**src/rtl/core/utf8_stream_decoder_defines.svh**
```systemverilog
// assertion macros shared by the utf8 stream decoder rtl
// no dependencies; files that check their own logic include this header
`ifndef UTF8_STREAM_DECODER_DEFINES_SVH
`define UTF8_STREAM_DECODER_DEFINES_SVH

// same-cycle implication, held off while reset is low
`define UTF8D_ASSERT_SAME(label, clk, rst_n, ante, cons) \
    label: assert property (@(posedge clk) disable iff (!rst_n) (ante) |-> (cons)) \
        else $error("utf8d check failed");

// next-cycle implication, held off while reset is low
`define UTF8D_ASSERT_NEXT(label, clk, rst_n, ante, cons) \
    label: assert property (@(posedge clk) disable iff (!rst_n) (ante) |=> (cons)) \
        else $error("utf8d check failed");

`endif

```
**src/rtl/core/utf8d_pkg.sv**
```systemverilog
// types and constants of the utf8 stream decoder
// no dependencies; used by the interfaces and every module
package utf8d_pkg;

    localparam int CP_W    = 21;
    localparam int LEN_W   = 3;
    localparam int Q_DEPTH = 4;
    localparam int Q_AW    = $clog2(Q_DEPTH);
    localparam int Q_CW    = $clog2(Q_DEPTH + 1);

    localparam logic [CP_W-1:0] REPLACEMENT = 21'h00FFFD;
    localparam logic [CP_W-1:0] SURR_LO     = 21'h00D800;
    localparam logic [CP_W-1:0] SURR_HI     = 21'h00DFFF;
    localparam logic [CP_W-1:0] MIN_LEN2    = 21'h000080;
    localparam logic [CP_W-1:0] MAX_LEN2    = 21'h0007FF;
    localparam logic [CP_W-1:0] MIN_LEN3    = 21'h000800;
    localparam logic [CP_W-1:0] MAX_LEN3    = 21'h00FFFF;
    localparam logic [CP_W-1:0] MIN_LEN4    = 21'h010000;
    localparam logic [CP_W-1:0] MAX_LEN4    = 21'h10FFFF;
    localparam logic [7:0]      BAD_LEAD    = 8'hF8;

    localparam logic [LEN_W-1:0] LEN_1 = 3'd1;
    localparam logic [LEN_W-1:0] LEN_2 = 3'd2;
    localparam logic [LEN_W-1:0] LEN_3 = 3'd3;
    localparam logic [LEN_W-1:0] LEN_4 = 3'd4;
    localparam logic [LEN_W-1:0] LEN_NONE = 3'd0;

    // what the back end must do with the first result of a command
    typedef enum logic [1:0] {
        K_PLAIN = 2'd0,   // value passes through as is
        K_BAD   = 2'd1,   // replacement, malformed
        K_CHECK = 2'd2    // finished sequence, range and surrogate check
    } t_kind;

    // one queued command: up to two results caused by one input byte
    typedef struct packed {
        t_kind             kind;
        logic [CP_W-1:0]   value;
        logic [LEN_W-1:0]  len;
        logic              has_second;
        logic              second_bad;
        logic [6:0]        second_byte;
    } t_cmd;

    typedef struct packed {
        logic empty;
        logic full;
    } t_q_status;

endpackage

```
**src/rtl/core/utf8d_stream_ifs.sv**
```systemverilog
// valid/ready channels of the utf8 stream decoder: byte in, code point out
// depends on utf8d_pkg
interface utf8d_byte_if import utf8d_pkg::*; ();
    logic       valid;
    logic       ready;
    logic [7:0] byte_in;

    modport source (output valid, output byte_in, input ready);
    modport sink   (input valid, input byte_in, output ready);
endinterface

interface utf8d_cp_if import utf8d_pkg::*; ();
    logic              valid;
    logic              ready;
    logic [CP_W-1:0]   code_point;
    logic              malformed;
    logic [LEN_W-1:0]  seq_length;
    logic              last_of_run;

    modport source (output valid, output code_point, output malformed,
                    output seq_length, output last_of_run, input ready);
    modport sink   (input valid, input code_point, input malformed,
                    input seq_length, input last_of_run, output ready);
endinterface

```
**src/rtl/core/utf8d_front.sv**
```systemverilog
// front end: accepts bytes, tracks the open sequence, queues result commands
// depends on utf8d_pkg and the stream interfaces
`include "utf8_stream_decoder_defines.svh"

module utf8d_front import utf8d_pkg::*; (
    input  logic              i_clk,
    input  logic              i_rst_n,
    utf8d_byte_if.sink        i_byte,
    input  t_q_status         i_q_status,
    output logic              o_push,
    output t_cmd              o_push_cmd
);

    logic [CP_W-1:0]  r_partial, n_partial;
    logic [LEN_W-1:0] r_exp_len, n_exp_len;
    logic [LEN_W-1:0] r_seen, n_seen;

    logic             accept;
    logic [7:0]       b;
    logic             b_ascii, b_cont, b_lead;
    logic [LEN_W-1:0] lead_len, seen_inc;
    logic [CP_W-1:0]  lead_val, grown;

    assign i_byte.ready = !i_q_status.full;
    assign accept       = i_byte.valid && i_byte.ready;
    assign b            = i_byte.byte_in;

    // byte class and lead decode
    always_comb begin
        b_ascii = !b[7];
        b_cont  = (b[7:6] == 2'b10);
        b_lead  = (b[7:6] == 2'b11) && (b < BAD_LEAD);
        priority if (!b[5]) begin
            lead_len = LEN_2;
            lead_val = {16'd0, b[4:0]};
        end else if (!b[4]) begin
            lead_len = LEN_3;
            lead_val = {17'd0, b[3:0]};
        end else begin
            lead_len = LEN_4;
            lead_val = {18'd0, b[2:0]};
        end
        grown    = {r_partial[CP_W-7:0], b[5:0]};
        seen_inc = r_seen + LEN_1;
    end

    // sequence tracking and command build
    always_comb begin
        n_partial  = r_partial;
        n_exp_len  = r_exp_len;
        n_seen     = r_seen;
        o_push     = 1'b0;
        o_push_cmd = '0;
        if (accept) begin
            if (r_exp_len == LEN_NONE) begin
                // no sequence open: decode the byte afresh
                if (b_lead) begin
                    n_partial = lead_val;
                    n_exp_len = lead_len;
                    n_seen    = LEN_1;
                end else begin
                    o_push           = 1'b1;
                    o_push_cmd.kind  = b_ascii ? K_PLAIN : K_BAD;
                    o_push_cmd.value = {14'd0, b[6:0]};
                    o_push_cmd.len   = LEN_1;
                end
            end else if (b_cont) begin
                // continuation adds six payload bits
                n_partial = grown;
                n_seen    = seen_inc;
                if (seen_inc >= r_exp_len) begin
                    o_push           = 1'b1;
                    o_push_cmd.kind  = K_CHECK;
                    o_push_cmd.value = grown;
                    o_push_cmd.len   = r_exp_len;
                    n_partial        = '0;
                    n_exp_len        = LEN_NONE;
                    n_seen           = LEN_NONE;
                end
            end else begin
                // interrupted sequence, then decode this byte afresh
                o_push                 = 1'b1;
                o_push_cmd.kind        = K_BAD;
                o_push_cmd.len         = r_seen;
                o_push_cmd.has_second  = !b_lead;
                o_push_cmd.second_bad  = !b_ascii;
                o_push_cmd.second_byte = b[6:0];
                if (b_lead) begin
                    n_partial = lead_val;
                    n_exp_len = lead_len;
                    n_seen    = LEN_1;
                end else begin
                    n_partial = '0;
                    n_exp_len = LEN_NONE;
                    n_seen    = LEN_NONE;
                end
            end
        end
    end

    // sequence state
    always_ff @(posedge i_clk) begin
        if (!i_rst_n) begin
            r_partial <= '0;
            r_exp_len <= LEN_NONE;
            r_seen    <= LEN_NONE;
        end else begin
            r_partial <= n_partial;
            r_exp_len <= n_exp_len;
            r_seen    <= n_seen;
        end
    end

    `UTF8D_ASSERT_SAME(a_seen_below_len, i_clk, i_rst_n, r_exp_len != LEN_NONE, r_seen != LEN_NONE && r_seen < r_exp_len)

endmodule

```
**src/rtl/core/utf8d_cmd_queue.sv**
```systemverilog
// small command queue between the front and back ends, head shown ahead
// depends on utf8d_pkg
`include "utf8_stream_decoder_defines.svh"

module utf8d_cmd_queue import utf8d_pkg::*; (
    input  logic       i_clk,
    input  logic       i_rst_n,
    input  logic       i_push,
    input  t_cmd       i_push_cmd,
    input  logic       i_pop,
    output t_cmd       o_head,
    output t_q_status  o_status
);

    t_cmd            r_mem [Q_DEPTH];
    logic [Q_AW-1:0] r_wr_ptr, r_rd_ptr;
    logic [Q_CW-1:0] r_count;

    assign o_head          = r_mem[r_rd_ptr];
    assign o_status.empty  = (r_count == '0);
    assign o_status.full   = (r_count == Q_CW'(Q_DEPTH));

    // entry storage
    always_ff @(posedge i_clk) begin
        if (i_push) begin
            r_mem[r_wr_ptr] <= i_push_cmd;
        end
    end

    // pointers and fill count
    always_ff @(posedge i_clk) begin
        if (!i_rst_n) begin
            r_wr_ptr <= '0;
            r_rd_ptr <= '0;
            r_count  <= '0;
        end else begin
            if (i_push) begin
                r_wr_ptr <= r_wr_ptr + 1'b1;
            end
            if (i_pop) begin
                r_rd_ptr <= r_rd_ptr + 1'b1;
            end
            if (i_push && !i_pop) begin
                r_count <= r_count + 1'b1;
            end else if (!i_push && i_pop) begin
                r_count <= r_count - 1'b1;
            end
        end
    end

    `UTF8D_ASSERT_SAME(a_no_push_full, i_clk, i_rst_n, i_push, !o_status.full)
    `UTF8D_ASSERT_SAME(a_no_pop_empty, i_clk, i_rst_n, i_pop, !o_status.empty)
    `UTF8D_ASSERT_NEXT(a_count_up, i_clk, i_rst_n, i_push && !i_pop, r_count == $past(r_count) + 1'b1)

endmodule

```
**src/rtl/core/utf8d_back.sv**
```systemverilog
// back end: range checks finished sequences and serializes results
// depends on utf8d_pkg and the stream interfaces
`include "utf8_stream_decoder_defines.svh"

module utf8d_back import utf8d_pkg::*; (
    input  logic       i_clk,
    input  logic       i_rst_n,
    input  t_cmd       i_head,
    input  t_q_status  i_q_status,
    output logic       o_pop,
    utf8d_cp_if.source o_cp
);

    logic              r_valid;
    logic              r_phase;   // second result of the head still owed
    logic [CP_W-1:0]   r_cp;
    logic              r_bad;
    logic [LEN_W-1:0]  r_len;
    logic              r_last;

    logic              load, value_ok;
    logic [CP_W-1:0]   lo, hi;
    logic [CP_W-1:0]   first_cp, second_cp;
    logic              first_bad;

    assign load  = !r_valid || o_cp.ready;
    assign o_pop = load && (r_phase || (!i_q_status.empty && !i_head.has_second));

    // legal range for the sequence length, surrogates excluded
    always_comb begin
        unique case (i_head.len)
            LEN_2:   begin lo = MIN_LEN2; hi = MAX_LEN2; end
            LEN_3:   begin lo = MIN_LEN3; hi = MAX_LEN3; end
            default: begin lo = MIN_LEN4; hi = MAX_LEN4; end
        endcase
        value_ok = (i_head.value >= lo) && (i_head.value <= hi)
                   && !((i_head.value >= SURR_LO) && (i_head.value <= SURR_HI));
    end

    // first and second result of the head command
    always_comb begin
        unique case (i_head.kind)
            K_PLAIN: begin first_cp = i_head.value; first_bad = 1'b0; end
            K_CHECK: begin
                first_cp  = value_ok ? i_head.value : REPLACEMENT;
                first_bad = !value_ok;
            end
            default: begin first_cp = REPLACEMENT; first_bad = 1'b1; end
        endcase
        second_cp = i_head.second_bad ? REPLACEMENT : {14'd0, i_head.second_byte};
    end

    // output register
    always_ff @(posedge i_clk) begin
        if (!i_rst_n) begin
            r_valid <= 1'b0;
            r_phase <= 1'b0;
        end else if (load) begin
            if (r_phase) begin
                r_valid <= 1'b1;
                r_phase <= 1'b0;
            end else begin
                r_valid <= !i_q_status.empty;
                r_phase <= !i_q_status.empty && i_head.has_second;
            end
        end
    end

    // result payload
    always_ff @(posedge i_clk) begin
        if (load) begin
            if (r_phase) begin
                r_cp   <= second_cp;
                r_bad  <= i_head.second_bad;
                r_len  <= LEN_1;
                r_last <= 1'b1;
            end else begin
                r_cp   <= first_cp;
                r_bad  <= first_bad;
                r_len  <= i_head.len;
                r_last <= !i_head.has_second;
            end
        end
    end

    assign o_cp.valid       = r_valid;
    assign o_cp.code_point  = r_cp;
    assign o_cp.malformed   = r_bad;
    assign o_cp.seq_length  = r_len;
    assign o_cp.last_of_run = r_last;

    `UTF8D_ASSERT_SAME(a_phase_has_word, i_clk, i_rst_n, r_phase, r_valid && !r_last && !i_q_status.empty)
    `UTF8D_ASSERT_SAME(a_len_range, i_clk, i_rst_n, r_valid, r_len != LEN_NONE && r_len <= LEN_4)

endmodule

```
**src/rtl/core/utf8_stream_decoder.sv**
```systemverilog
// utf8 stream decoder top: front end, command queue, back end
// an accepted byte's results pass through the command queue, then the back end's output register
// throughput: one byte per cycle while the queue is not full; a byte that interrupts a sequence and gives
//   two results holds the output for two words, absorbed by a 4-entry queue
// reset (synchronous, active low) closes any open sequence, empties the queue
//   and drops the output word
module utf8_stream_decoder import utf8d_pkg::*; (
    input  logic        i_clk,
    input  logic        i_rst_n,
    utf8d_byte_if.sink  i_byte,
    utf8d_cp_if.source  o_cp
);

    logic      push, pop;
    t_cmd      push_cmd, head;
    t_q_status q_status;

    // byte intake and sequence tracking
    utf8d_front u_front (
        .i_clk      (i_clk),
        .i_rst_n    (i_rst_n),
        .i_byte     (i_byte),
        .i_q_status (q_status),
        .o_push     (push),
        .o_push_cmd (push_cmd)
    );

    // decoupling queue
    utf8d_cmd_queue u_queue (
        .i_clk      (i_clk),
        .i_rst_n    (i_rst_n),
        .i_push     (push),
        .i_push_cmd (push_cmd),
        .i_pop      (pop),
        .o_head     (head),
        .o_status   (q_status)
    );

    // result checking and output
    utf8d_back u_back (
        .i_clk      (i_clk),
        .i_rst_n    (i_rst_n),
        .i_head     (head),
        .i_q_status (q_status),
        .o_pop      (pop),
        .o_cp       (o_cp)
    );

endmodule

```
**src/flat_wrapper.sv**
```systemverilog
// flat-port wrapper written by rule: the top's interface ports become plain ports
module utf8_stream_decoder_flat import utf8d_pkg::*;
  (i_clk, i_rst_n, i_byte_valid, i_byte_byte_in, i_byte_ready, o_cp_valid, o_cp_code_point, o_cp_malformed, o_cp_seq_length, o_cp_last_of_run, o_cp_ready);
  utf8d_byte_if i_byte_i ();
  utf8d_cp_if o_cp_i ();
  input  logic i_clk;
  input  logic i_rst_n;
  input wire logic [$bits(i_byte_i.valid)-1:0] i_byte_valid;
  input wire logic [$bits(i_byte_i.byte_in)-1:0] i_byte_byte_in;
  output wire logic [$bits(i_byte_i.ready)-1:0] i_byte_ready;
  output wire logic [$bits(o_cp_i.valid)-1:0] o_cp_valid;
  output wire logic [$bits(o_cp_i.code_point)-1:0] o_cp_code_point;
  output wire logic [$bits(o_cp_i.malformed)-1:0] o_cp_malformed;
  output wire logic [$bits(o_cp_i.seq_length)-1:0] o_cp_seq_length;
  output wire logic [$bits(o_cp_i.last_of_run)-1:0] o_cp_last_of_run;
  input wire logic [$bits(o_cp_i.ready)-1:0] o_cp_ready;
  assign i_byte_i.valid = i_byte_valid;
  assign i_byte_i.byte_in = i_byte_byte_in;
  assign i_byte_ready = i_byte_i.ready;
  assign o_cp_valid = o_cp_i.valid;
  assign o_cp_code_point = o_cp_i.code_point;
  assign o_cp_malformed = o_cp_i.malformed;
  assign o_cp_seq_length = o_cp_i.seq_length;
  assign o_cp_last_of_run = o_cp_i.last_of_run;
  assign o_cp_i.ready = o_cp_ready;
  utf8_stream_decoder u_core (.i_clk(i_clk), .i_rst_n(i_rst_n), .i_byte(i_byte_i), .o_cp(o_cp_i));
endmodule
```
**config.mk**
```make
export PLATFORM = sky130hd
export DESIGN_NAME = utf8_stream_decoder_flat
export DESIGN_NICKNAME = d
export VERILOG_FILES = /design/src/rtl/core/utf8d_pkg.sv /design/src/rtl/core/utf8d_stream_ifs.sv /design/src/rtl/core/utf8d_front.sv /design/src/rtl/core/utf8d_cmd_queue.sv /design/src/rtl/core/utf8d_back.sv /design/src/rtl/core/utf8_stream_decoder.sv /design/src/flat_wrapper.sv
export VERILOG_INCLUDE_DIRS = /design/src /design/src/rtl/core
export SDC_FILE = /design/constraint.sdc
export NUM_CORES = 1
export LEC_CHECK = 0
export BUFFER_PORTS_ARGS = -buffer_cell sky130_fd_sc_hd__buf_2
export CAP_MARGIN = 20
export CORE_ASPECT_RATIO = 2
export CORE_MARGIN = 2
export CORE_UTILIZATION = 45
export DETAILED_ROUTE_END_ITERATION = 6
export PLACE_DENSITY = 0.68
export SYNTH_ARGS = -nofsm -noshare
export SYNTH_HDL_FRONTEND = slang
export SYNTH_SLANG_ARGS = --single-unit
```
**constraint.sdc**
```tcl
create_clock -name i_clk -period 7.31 [get_ports i_clk]
set_input_delay 1.0965 -clock i_clk [delete_from_list [all_inputs] [get_ports i_clk]]
set_output_delay 1.0965 -clock i_clk [all_outputs]
set_load 0.1 [all_outputs]
```
; ---- Word-level counts from Yosys, hierarchy flattened
; Memory sizes are Yosys's and may differ from the RTL's. A register that Yosys moved wholly into a read port is not among the register bits.
; Cells that the tools add are included.
[op_classes]
bitwise = 0
n_shift = 0
eq_ne = 8
n_addsub = 5
reduce_logical = 27
multipliers = 0
mux = 50
order_cmp = 6
n_div = 0
[ops]
columns = op, count
row1 = $pmux 21 s2, 2
row2 = $mux 21, 3
row3 = $mux 15, 4
row4 = $mux 26, 2
row5 = $mux 3, 14
row6 = $mux 35, 1
row7 = $pmux 17 s2, 1
row8 = $mux 25, 1
row9 = $ge 21x16->1 const B, 1
row10 = $ge 21x21->1, 1
row11 = $le 21x16->1 const B, 1
row12 = $le 21x21->1, 1
row13 = $mux 9, 2
row14 = $mux 16, 1
row15 = $mux 1, 12
row16 = $logic_and 1x1->1, 10
row17 = $mux 5, 2
row18 = $logic_not 1->1, 9
row19 = $lt 8x8->1 const B, 1
row20 = $add 3x1->3 const B, 2
row21 = $eq 2x2->1 const B, 3
row22 = $eq 3x2->1 const B, 2
row23 = $logic_not 3->1, 2
row24 = $mux 2, 3
row25 = 13 further kinds, 15
[totals]
word_cells = 109
mem_count = 1
inputBits = 12
output_inout_bits = 28
reg_bits = 56
ram_bits = 140
romBits = 0
latchBits = 0
[mem_list]
columns = name, words, word_bits, read_ports, rd_ports_with_merged_regs, write_ports, line
row1 = u_core.u_queue.r_mem, 4, 35, 1, 1, 1, utf8d_cmd_queue.sv:15  ; t_cmd r_mem [Q_DEPTH];

; ---- Depth between registers and ports, before layout
; Gate-level depths: netlist of run 1.
[depth]
depth_word = 10
mapped_depth = 16
depth_no_buf = 12

; ---- By module
; From an unflattened synthesis of run 1, not the netlist that was laid out.
[hier_totals]
hier_cells = 544
hier_area_um2 = 8450.6
[modules_own_cells]
columns = mod, cells_each, seq_area_each_um2, area_per_inst_um2, n_inst
row1 = utf8d_cmd_queue, 226, 4384.2, 5547.8, 1
row2 = utf8d_back, 142, 820.8, 1491.4, 1
row3 = utf8d_front, 176, 420.4, 1411.4, 1

; ---- Worst setup path after synthesis of run 1
; No wires, ideal clock.
[synth_path]
path_type = register to register
start = register (tool-made name)
end = register u_core.u_back.r_cp[10] (netlist: u_core.u_back.o_cp.code_point[10]) (data pin)
period_less_slack_ns = 3.937
setup_time_ns = 0.272
n_path_buf = 5
t_required_ns = 7.038
path_stages_with_launch = 17
path_slack_ns = 3.373
arrival_time_ns = 3.665
path_cell_list = dfxtp_1 buf_6 buf_6 buf_4 buf_2 mux4_2 nor2b_1 nor2b_1 ha_1 a21o_1 a21oi_1 nand2_1 a221oi_1 o21ai_1 o21ai_2 buf_2 a31oi_1
[synth_lines]
columns = element, line
row1 = end signal: assignment, utf8d_back.sv:73  ; r_cp <= second_cp;
row2 = end signal: assignment, utf8d_back.sv:78  ; r_cp <= first_cp;
row3 = end: declaration, utf8d_back.sv:16  ; logic [CP_W-1:0] r_cp;

==> results_dict.tcl, run 1 <==
set metrics [dict create \
    fin_area_um2 9191 \
    critPathMaxStageDelay_ns 0.63 \
    synth_seq_cells 198 \
    hold_end "u_core.u_front.r_partial[10]$_SDFFE_PN0P_" \
    cts_resized 0 \
    fin_ws_ns 3.057 \
    post-place-ws_ns 3.062 \
    core-area_um2 17870 \
    clock-root-buffer "clkbuf_16" \
    start_util_pct 45.95 \
    hold_viol_final 0 \
    syn_area_um2 8212 \
    cts_sinks 198 \
    die_h_um 195.0 \
    rrSetupSlack_ns 3.06 \
    power_w 0.003750 \
    fillers 1454 \
    areaGrowthSynthToFinish_pct 11.93 \
    cts.path.max_buffers 2 \
    synth_cell_type_count 44 \
    max_freq_ghz 0.2351 \
    final_cell_count_no_fill 808 \
    drc 0 \
    pwr_density_cell_nw_per_um2 408.0 \
    maxCapViolCount 0 \
    multiInputGateArea_um2 2401 \
    setup_viol 0 \
    timing.rr.end "u_core.u_back.o_cp.code_point[12]$_DFFE_PP_" \
    path_cells "buf_4, mux4_2, nor2b_1, nor2b_1, ha_1, a21o_1, a21oi_1, nand2_1, a221oi_1, o21ai_1, o21ai_2, a31oi_1" \
    path_clk_slew_ns 0.07 \
    power.leakage_nw 3.185 \
    path_max_fanout 34 \
    worstHoldStart "u_core.u_front.r_partial[10]$_SDFFE_PN0P_" \
    htreeDepth 4 \
    cts_setup_buffers 0 \
    ys.flop_type "edfxtp_1" \
    slowest_stage "o21ai_2" \
    worst-setup-path-type "reg -> reg" \
    synth_top_cell_by_area "edfxtp_1" \
    clock_skew_ns 0.01236 \
    dr.pass1.iters 4 \
    ir_worst_vdd_mv 0.1913 \
    dp_cells 776 \
    fp.dieArea_um2 19410 \
    cp-end-kind "flop" \
    routed_wirelength_um 16160 \
    grt_max_degree 37 \
    grt_pass1_vias 4820 \
    critPathArrivalTime_ns 4.40 \
    placed_area_um2 8628 \
    place_congestion 0.9397 \
    final_layout_size_suffix_gt1_share_pct 20.17 \
    die_x_um 99.52 \
    async_reset_ff_share_pct 0 \
    overflow 0 \
    crit_required_ns 7.45 \
    fin_crit_sh_pct 58.18 \
    num-nets-final 613 \
    worstSetupStartpointType "flop" \
    register_area_um2 5627 \
    wl_per_cell_um 20.00 \
    worstSkewPairLatency_ns 0.44 \
    fp-row-count 69 \
    yosysTopAreaCellShare_pct 60.70 \
    seq_area_frac_synth_pct 68.51 \
    reg2regPathDepth 12 \
    ys_warn_count 0 \
    antenna_found_initial 0 \
    antenna_left 0 \
    cts_tree "done" \
    hpwl_um 11250 \
    status "complete, no violations" \
    antenna_cells 0 \
    synth_area_leaders "edfxtp_1 61%, mux4_2 9.3%, dfxtp_1 7.8%" \
    relSlewSlack_pct 30.91 \
    whs_path_depth 2 \
    slew_violations 0 \
    syn_nets 569 \
    pin_count 40 \
    numCtsBuffers 17 \
    grt_util_all_layers_pct 17.74 \
    vias 4561 \
    worstMarginPinSlew_ns 1.035 \
    synth_edf_count 166 \
    grt_pass1_wl_um 26050 \
    worst_path_most_repeated_cell "nor2b_1" \
    io_buffers 39 \
    synth_area_per_cell_um2 15.26 \
    rsz0062_at_grt "false" \
    ctsHoldBuffers 0 \
    hold_path_class "reg -> reg" \
    timing.setup.tns_ns 0 \
    min_period_ns 4.253 \
    vias_per_cell 5.645 \
    synthCells 538 \
    drt-initial-drc-count 291 \
]
how the worst max path moves through the flow:
stage / from / end / slack, ns / cells after the start
detailed placement: flop / u_core.u_back.o_cp.code_point[6]$_DFFE_PP_ / 3.06 / 12
global placement: flop / u_core.u_back.o_cp.code_point[12]$_DFFE_PP_ / 3.19 / 12
finish: flop / u_core.u_back.o_cp.code_point[12]$_DFFE_PP_ / 3.06 / 12
CTS: flop / u_core.u_back.o_cp.code_point[6]$_DFFE_PP_ / 3.04 / 12
floorplan: flop / u_core.u_back.o_cp.code_point[10]$_DFFE_PP_ / 3.37 / 16
global route: flop / u_core.u_back.o_cp.code_point[12]$_DFFE_PP_ / 2.72 / 12
critical path: cells and delay by family, from the launching register on:
family	cells	cell delay (ns)
mux	1	0.36
fa+ha+maj	1	0.34
compound gates	6	1.52
simple gates	3	0.85
buf+inv	1	0.54
flops	1	0.34
logic make-up (layout without fill, tap and decap cells):
group / Yosys count / after routing / synth area share (%)
multiplexers: 40 / 40 / 10.07
adder cells (fa/ha/maj): 19 / 19 / 2.986
flip-flops: 198 / 198 / 68.51
buffers and inverters: 43 / 100 / 2.316
AND/OR/NAND/NOR: 166 / 166 / 10.41
AO/OA/AOI/OAI: 65 / 65 / 4.967
XOR/XNOR: 7 / 7 / 0.7466
cells in the mapped netlist (2+ instances only):
cell	number
buf_2	5
xnor2_1	4
nand2_1	43
or3_1	3
edfxtp_1	166
mux2i_1	5
a31oi_1	15
and3_1	12
nor3_1	10
a21boi_0	6
nor4_1	2
a22oi_1	6
xor2_1	3
o21ai_0	5
a221oi_1	2
buf_6	2
and2_1	29
ha_1	18
buf_4	2
nand2b_1	4
nand3_1	7
o21ai_1	2
inv_1	20
nor2b_1	18
nor2_1	28
mux4_2	34
a21o_1	3
clkbuf_1	13
a21oi_1	21
nand4_1	5
dfxtp_1	32
power breakdown:
part	internal (W)	switching (W)	total, W
Combinational	0.000392	0.00100	0.00139
Sequential	0.00143	0.0000479	0.00147
Clock	0.000452	0.000432	0.000884
routing by layer:
layer  up-vias  track usage (%)  share of wire (%)
li1       2118                -                  -
met1      2315            19.71                 38
met2       102            32.11                 56
met3        26            3.185                3.1
met4         0            8.574                3.1
met5         -                0                  0
metrics by stage:
step / hold WS, ns / util [%]
global placement: 0.4482 / 48.28
floorplan: 0.4285 / -
CTS: 0.4557 / 51.43
finish: 0.4584 / 51.43
detailed placement: 0.4459 / 48.28
global route: 0.4961 / 51.43
final cells by class:
class	instances	area share [%]
Clock inverter	14	1.457
Tap cell	213	2.900
Inverter	21	0.8576
Multi-Input combinational cell	297	26.12
Sequential cell	198	61.22
Clock buffer	18	4.669
Timing Repair Buffer	47	2.777
flip-flops by register name, indices dropped and copies added, names as in the netlist, 2 cells and up, named ones only:
register	count
u_core.u_queue.r_mem	140
u_core.u_back.o_cp.code_point	21
u_core.u_front.r_partial	15
u_core.u_back.o_cp.seq_length	3
u_core.u_front.r_exp_len	3
u_core.u_front.r_seen	3
u_core.u_queue.r_count	3
u_core.u_queue.r_rd_ptr	2
u_core.u_queue.r_wr_ptr	2
cells in the final DEF, fill, tap and decap left out, drive strengths merged, types with 2 or more instances in the layout:
cell type / instances
mux4: 34
inv: 30
nor2: 28
nor4: 3
clkbuf: 18
or3: 3
nor2b: 18
and2: 29
a22oi: 6
nand3: 7
nand2: 43
dfxtp: 32
a31oi: 15
and3: 12
clkinv: 4
nand2b: 4
xor2: 3
mux2i: 5
nor3: 10
edfxtp: 166
xnor2: 4
a21boi: 6
o21ai: 8
a21o: 3
nand4: 5
a221oi: 2
a21oi: 21
buf: 47
ha: 18
No activity file was read; power rests on OpenSTA's default activity.
==> inputs of run 2 (changes only) <==
--- a/config.mk
+++ b/config.mk
@@ -12,7 +12,7 @@
 export CORE_MARGIN = 2
 export CORE_UTILIZATION = 45
 export DETAILED_ROUTE_END_ITERATION = 6
-export PLACE_DENSITY = 0.68
+export PLACE_DENSITY = 0.7
 export SYNTH_ARGS = -nofsm -noshare
 export SYNTH_HDL_FRONTEND = slang
 export SYNTH_SLANG_ARGS = --single-unit
==> constraint.sdc (replaced) <==
create_clock -name i_clk -period 3.7 [get_ports i_clk]
set_input_delay 0.555 -clock i_clk [delete_from_list [all_inputs] [get_ports i_clk]]
set_output_delay 0.555 -clock i_clk [all_outputs]
set_load 0.1 [all_outputs]
==> results_dict.tcl, run 2 (synthesis gave the netlist of run 1 again) <==
set metrics [dict create \
    status "complete, no violations" \
    antenna_left 0 \
    worstHoldStart "u_core.u_front.r_partial[10]$_SDFFE_PN0P_" \
    io_buffers 39 \
    hold_viol_final 0 \
    met1_usage_pct 18.17 \
    cts_sinks 198 \
    vias_per_cell 5.638 \
    grt_use_met2_pct 34.03 \
    reg2regPathDepth 12 \
    core-area_um2 17870 \
    fp.dieArea_um2 19410 \
    power.leakage_nw 3.246 \
    areaGrowthSynthToFinish_pct 12.97 \
    final_cell_count_no_fill 817 \
    critPathLaunch "u_core.u_front.r_seen[0]$_SDFFE_PN0P_" \
    start_util_pct 45.95 \
    cts_setup_buffers 0 \
    fp-row-count 69 \
    grt_max_degree 36 \
    wl_per_cell_um 19.86 \
    max_freq_ghz 0.3004 \
    largest_reg_flops 140 \
    dr.pass1.iters 4 \
    top_usage_layer "met2" \
    fin_crit_sh_pct 89.97 \
    path_max_fanout 7 \
    clock-root-buffer "clkbuf_16" \
    hpwl_um 11610 \
    pwr_density_cell_nw_per_um2 808.2 \
    rrSetupSlack_ns 0.37 \
    timing.rr.end "u_core.u_queue.r_count[2]$_SDFFE_PN0P_" \
    maxCapViolCount 0 \
    whs_path_depth 2 \
    num-nets-final 622 \
    ctsHoldBuffers 0 \
    cts_tree "done" \
    final_cell_mix "166 x edfxtp_1, 43 x nand2_1, 39 x buf_2" \
    antenna_cells 0 \
    numCtsBuffers 17 \
    timing.setup.tns_ns 0 \
    r2r_start "u_core.u_front.r_seen[0]$_SDFFE_PN0P_" \
    critPathArrivalTime_ns 3.68 \
    whs_ns 0.4541 \
    cp-end-kind "flop" \
    final_layout_size_suffix_gt1_share_pct 21.69 \
    place_congestion 0.8772 \
    worstSetupStartpointType "flop" \
    worstSkewPairLatency_ns 0.43 \
    use_met3_pct 3.400 \
    grt_util_all_layers_pct 17.74 \
    relSlewSlack_pct 42.63 \
    crit_required_ns 4.05 \
    overflow 0 \
    final_util_pct 51.91 \
    grt_pass1_wl_um 25720 \
    drc 0 \
    pin_count 40 \
    hold_path_class "reg -> reg" \
    ir_worst_vdd_mv 0.3837 \
    die_h_um 195.0 \
    die_x_um 99.52 \
    cts_resized 0 \
    layout_commonest_cell "edfxtp_1" \
    worst-setup-path-type "reg -> reg" \
    vias 4606 \
    worstMarginPinSlew_ns 0.8588 \
    clock_skew_ns 0.01145 \
    cts.path.max_buffers 2 \
    dp_cells 785 \
    antenna_found_initial 0 \
    grt_pass1_vias 4842 \
    rsz0062_at_grt "false" \
    min_period_ns 3.329 \
    routed_wirelength_um 16220 \
    path_clk_slew_ns 0.08 \
    drt-initial-drc-count 262 \
    slew_violations 0 \
    hold_end "u_core.u_front.r_partial[10]$_SDFFE_PN0P_" \
    htreeDepth 4 \
    top_register "u_core.u_queue.r_mem" \
    setup_viol 0 \
]
==> run 2: metrics by stage <==
| step | setup slack (ns) | power, W | area, µm² |
|---|---|---|---|
| final | 0.3710 | 0.007498 | 9276 |
| after CTS | 0.3360 | 0.007563 | 9276 |
| after detailed placement | 0.3471 | 0.005792 | 8701 |
| after global placement | 0.3894 | 0.005723 | 8701 |
| after global routing | 0.08426 | 0.007839 | 9276 |
| after floorplan | 0.04913 | 0.005231 | 8225 |
==> run 2: final cells by class <==
cell class,count,area [µm²]
Clock buffer,18,450.4
Clock inverter,14,125.1
Fill cell,1446,8594
Inverter,21,78.83
Multi-Input combinational cell,297,2406
Sequential cell,198,5627
Tap cell,213,266.5
Timing Repair Buffer,56,322.8
==> run 2: critical path: stages, from the launching register on <==
cell and delay [ns]:
dfxtp_1 0.44, ha_1 0.28, ha_1 0.28, a21o_1 0.13
a21o_1 0.17, nor3_1 0.08, nor2_1 0.38, ha_1 0.29
inv_1 0.07, fa_1 0.44, xor2_1 0.18, or3_1 0.31
a21boi_0 0.20
==> run 2: worst max path at each step <==
stage          cells after the start                                     endpoint
2_1_floorplan                     16  u_core.u_back.o_cp.code_point[10]$_DFFE_PP_
6_report                          12       u_core.u_queue.r_count[2]$_SDFFE_PN0P_
5_1_grt                           11  u_core.u_back.o_cp.code_point[10]$_DFFE_PP_
4_1_cts                           11  u_core.u_back.o_cp.code_point[15]$_DFFE_PP_
3_5_place_dp                      11  u_core.u_back.o_cp.code_point[15]$_DFFE_PP_
3_3_place_gp                      11  u_core.u_back.o_cp.code_point[11]$_DFFE_PP_
==> run 2: routing by layer <==
layer	routed length [µm]	vias up
met2	9431	115
met5	0	-
met4	454	0
li1	-	2142
met1	5917	2319
met3	421	30
==> run 2: report_power, final <==
| group | switching [W] | leakage, nW | internal [W] |
|---|---|---|---|
| combinational | 0.00197 | 1.12 | 0.000820 |
| sequential | 0.000107 | 1.83 | 0.00282 |
| clock | 0.000853 | 0.288 | 0.000932 |
| total | 0.00293 | 3.25 | 0.00457 |
==> inputs of run 3 (changes only) <==
--- a/config.mk
+++ b/config.mk
@@ -8,7 +8,7 @@
 export LEC_CHECK = 0
 export BUFFER_PORTS_ARGS = -buffer_cell sky130_fd_sc_hd__buf_2
 export CAP_MARGIN = 20
-export CORE_ASPECT_RATIO = 2
+export CORE_ASPECT_RATIO = 0.6
 export CORE_MARGIN = 2
 export CORE_UTILIZATION = 45
 export DETAILED_ROUTE_END_ITERATION = 6
==> results_dict.tcl, run 3 (synthesis gave the netlist of run 1 again) <==
set metrics [dict create \
    numCtsBuffers 17 \
    drc 0 \
    areaGrowthSynthToFinish_pct 13.88 \
    routed_wirelength_um 17350 \
    worstSkewPairLatency_ns 0.43 \
    drt-initial-drc-count 656 \
    path_max_fanout 33 \
    htreeDepth 4 \
    setup_viol 0 \
    die_h_um 108.6 \
    fp-row-count 38 \
    relSlewSlack_pct 48.23 \
    die_x_um 178.4 \
    pwr_density_cell_nw_per_um2 828.9 \
    start_util_pct 45.69 \
    num-nets-final 618 \
    hold_path_class "reg -> reg" \
    hold_viol_final 0 \
    grt_pass1_wl_um 26830 \
    whs_ns 0.4546 \
    grt_util_all_layers_pct 19.21 \
    fillers 1475 \
    grt_max_degree 36 \
    largest_reg_flops 140 \
    place_congestion 0.8996 \
    hpwl_um 11480 \
    cts_resized 0 \
    timing.setup.tns_ns 0 \
    maxCapViolCount 0 \
    final_layout_size_suffix_gt1_share_pct 21.17 \
    slew_violations 0 \
    cts_sinks 198 \
    antenna_found_initial 0 \
    top_register "u_core.u_queue.r_mem" \
    vias 4795 \
    worstSetupStartpointType "flop" \
    pin_count 40 \
    grt_pass1_vias 4670 \
    final_util_pct 52.03 \
    fp.dieArea_um2 19380 \
    cts_tree "done" \
    antenna_left 0 \
    clock-root-buffer "clkbuf_16" \
    antenna_cells 0 \
    status "complete, no violations" \
    wl_per_cell_um 20.65 \
    power.leakage_nw 3.253 \
    fin_crit_sh_pct 90.38 \
    ctsHoldBuffers 0 \
    layout_commonest_cell "edfxtp_1" \
    core-area_um2 17970 \
    vias_per_cell 5.708 \
    max_freq_ghz 0.2991 \
    rsz0062_at_grt "false" \
    power_w 0.007752 \
    final_cell_mix "166 x edfxtp_1, 43 x nand2_1, 39 x buf_2" \
    dr.pass1.iters 7 \
    worst-setup-path-type "reg -> reg" \
    ir_worst_vdd_mv 0.4176 \
    worstMarginPinSlew_ns 0.7749 \
    cts.path.max_buffers 2 \
    critPathArrivalTime_ns 3.48 \
    cts_setup_buffers 0 \
    path_clk_slew_ns 0.07 \
    min_period_ns 3.344 \
    crit_required_ns 3.83 \
    clock_skew_ns 0.01427 \
    io_buffers 39 \
    cp-end-kind "flop" \
    overflow 0 \
]
-- run 3: changes by cell type in the layout (fill, tap and decap cells not counted), moves of 2 or more --
cell and delta:
inv_4 -2, inv_6 +2, bufinv_16 +3, clkinv_8 +2
inv_8 -2, buf_4 -5, clkinv_4 -3
-- run 3: worst paths after layout --
| kind | cells after the start | slack (ns) | start | to |
|---|---|---|---|---|
| worst max-delay path | 12 | 0.36 | flop | u_core.u_back.o_cp.code_point[8]$_DFFE_PP_ |
| worst max register to register | 12 | 0.36 | flop | u_core.u_back.o_cp.code_point[8]$_DFFE_PP_ |
| worst min-delay path | 2 | 0.45 | u_core.u_front.r_partial[9]$_SDFFE_PN0P_ | u_core.u_front.r_partial[9]$_SDFFE_PN0P_ |
| worst min register to register | 2 | 0.45 | u_core.u_front.r_partial[9]$_SDFFE_PN0P_ | u_core.u_front.r_partial[9]$_SDFFE_PN0P_ |
-- run 3: cell type report --
type	count	area, µm²	area share (%)
clock inverter	15	209.0	2.234
tap	240	300.3	3.211
timing repair buffer	52	305.3	3.265
sequential	198	5627	60.17
inverter	21	78.83	0.8429
clock buffer	17	425.4	4.549
multi-input combinational	297	2406	25.73
-- run 3: critical path, cell delays in order (launching register included) --
cell and delay, ns:
dfxtp_2 0.39, buf_12 0.28, mux4_2 0.63, nor2b_4 0.20, ha_1 0.27, a21o_1 0.18, a21oi_1 0.14, nand2_1 0.07
a221oi_1 0.25, o21ai_1 0.12, o21ai_2 0.11, buf_4 0.25, a31oi_1 0.13
-- run 3: per-layer routing --
| metal | wire length [µm] | GRT usage (%) | up-vias | part of all wire, % |
|---|---|---|---|---|
| met5 | 0 | 0 | - | 0 |
| met4 | 142 | 4.646 | 0 | 0.82 |
| met3 | 1771 | 6.067 | 11 | 10 |
| met2 | 7453 | 27.03 | 218 | 43 |
| met1 | 7978 | 29.07 | 2429 | 46 |
| li1 | - | - | 2137 | - |
-- run 3: through the flow --
stage / area [µm²] / cells / worst slack [ns]
floorplan: 8225 / 538 / 0.04913
global placement: 8717 / 808 / 0.4510
detailed placement: 8717 / 808 / 0.3562
CTS: 9351 / 840 / 0.3503
global route: 9351 / 840 / 0.1259
finish: 9351 / 840 / 0.3561
-- run 3: report_power, final --
part           internal (W)  switching, W
Combinational      0.000819       0.00204
Sequential          0.00282      0.000116
Clock               0.00110      0.000861
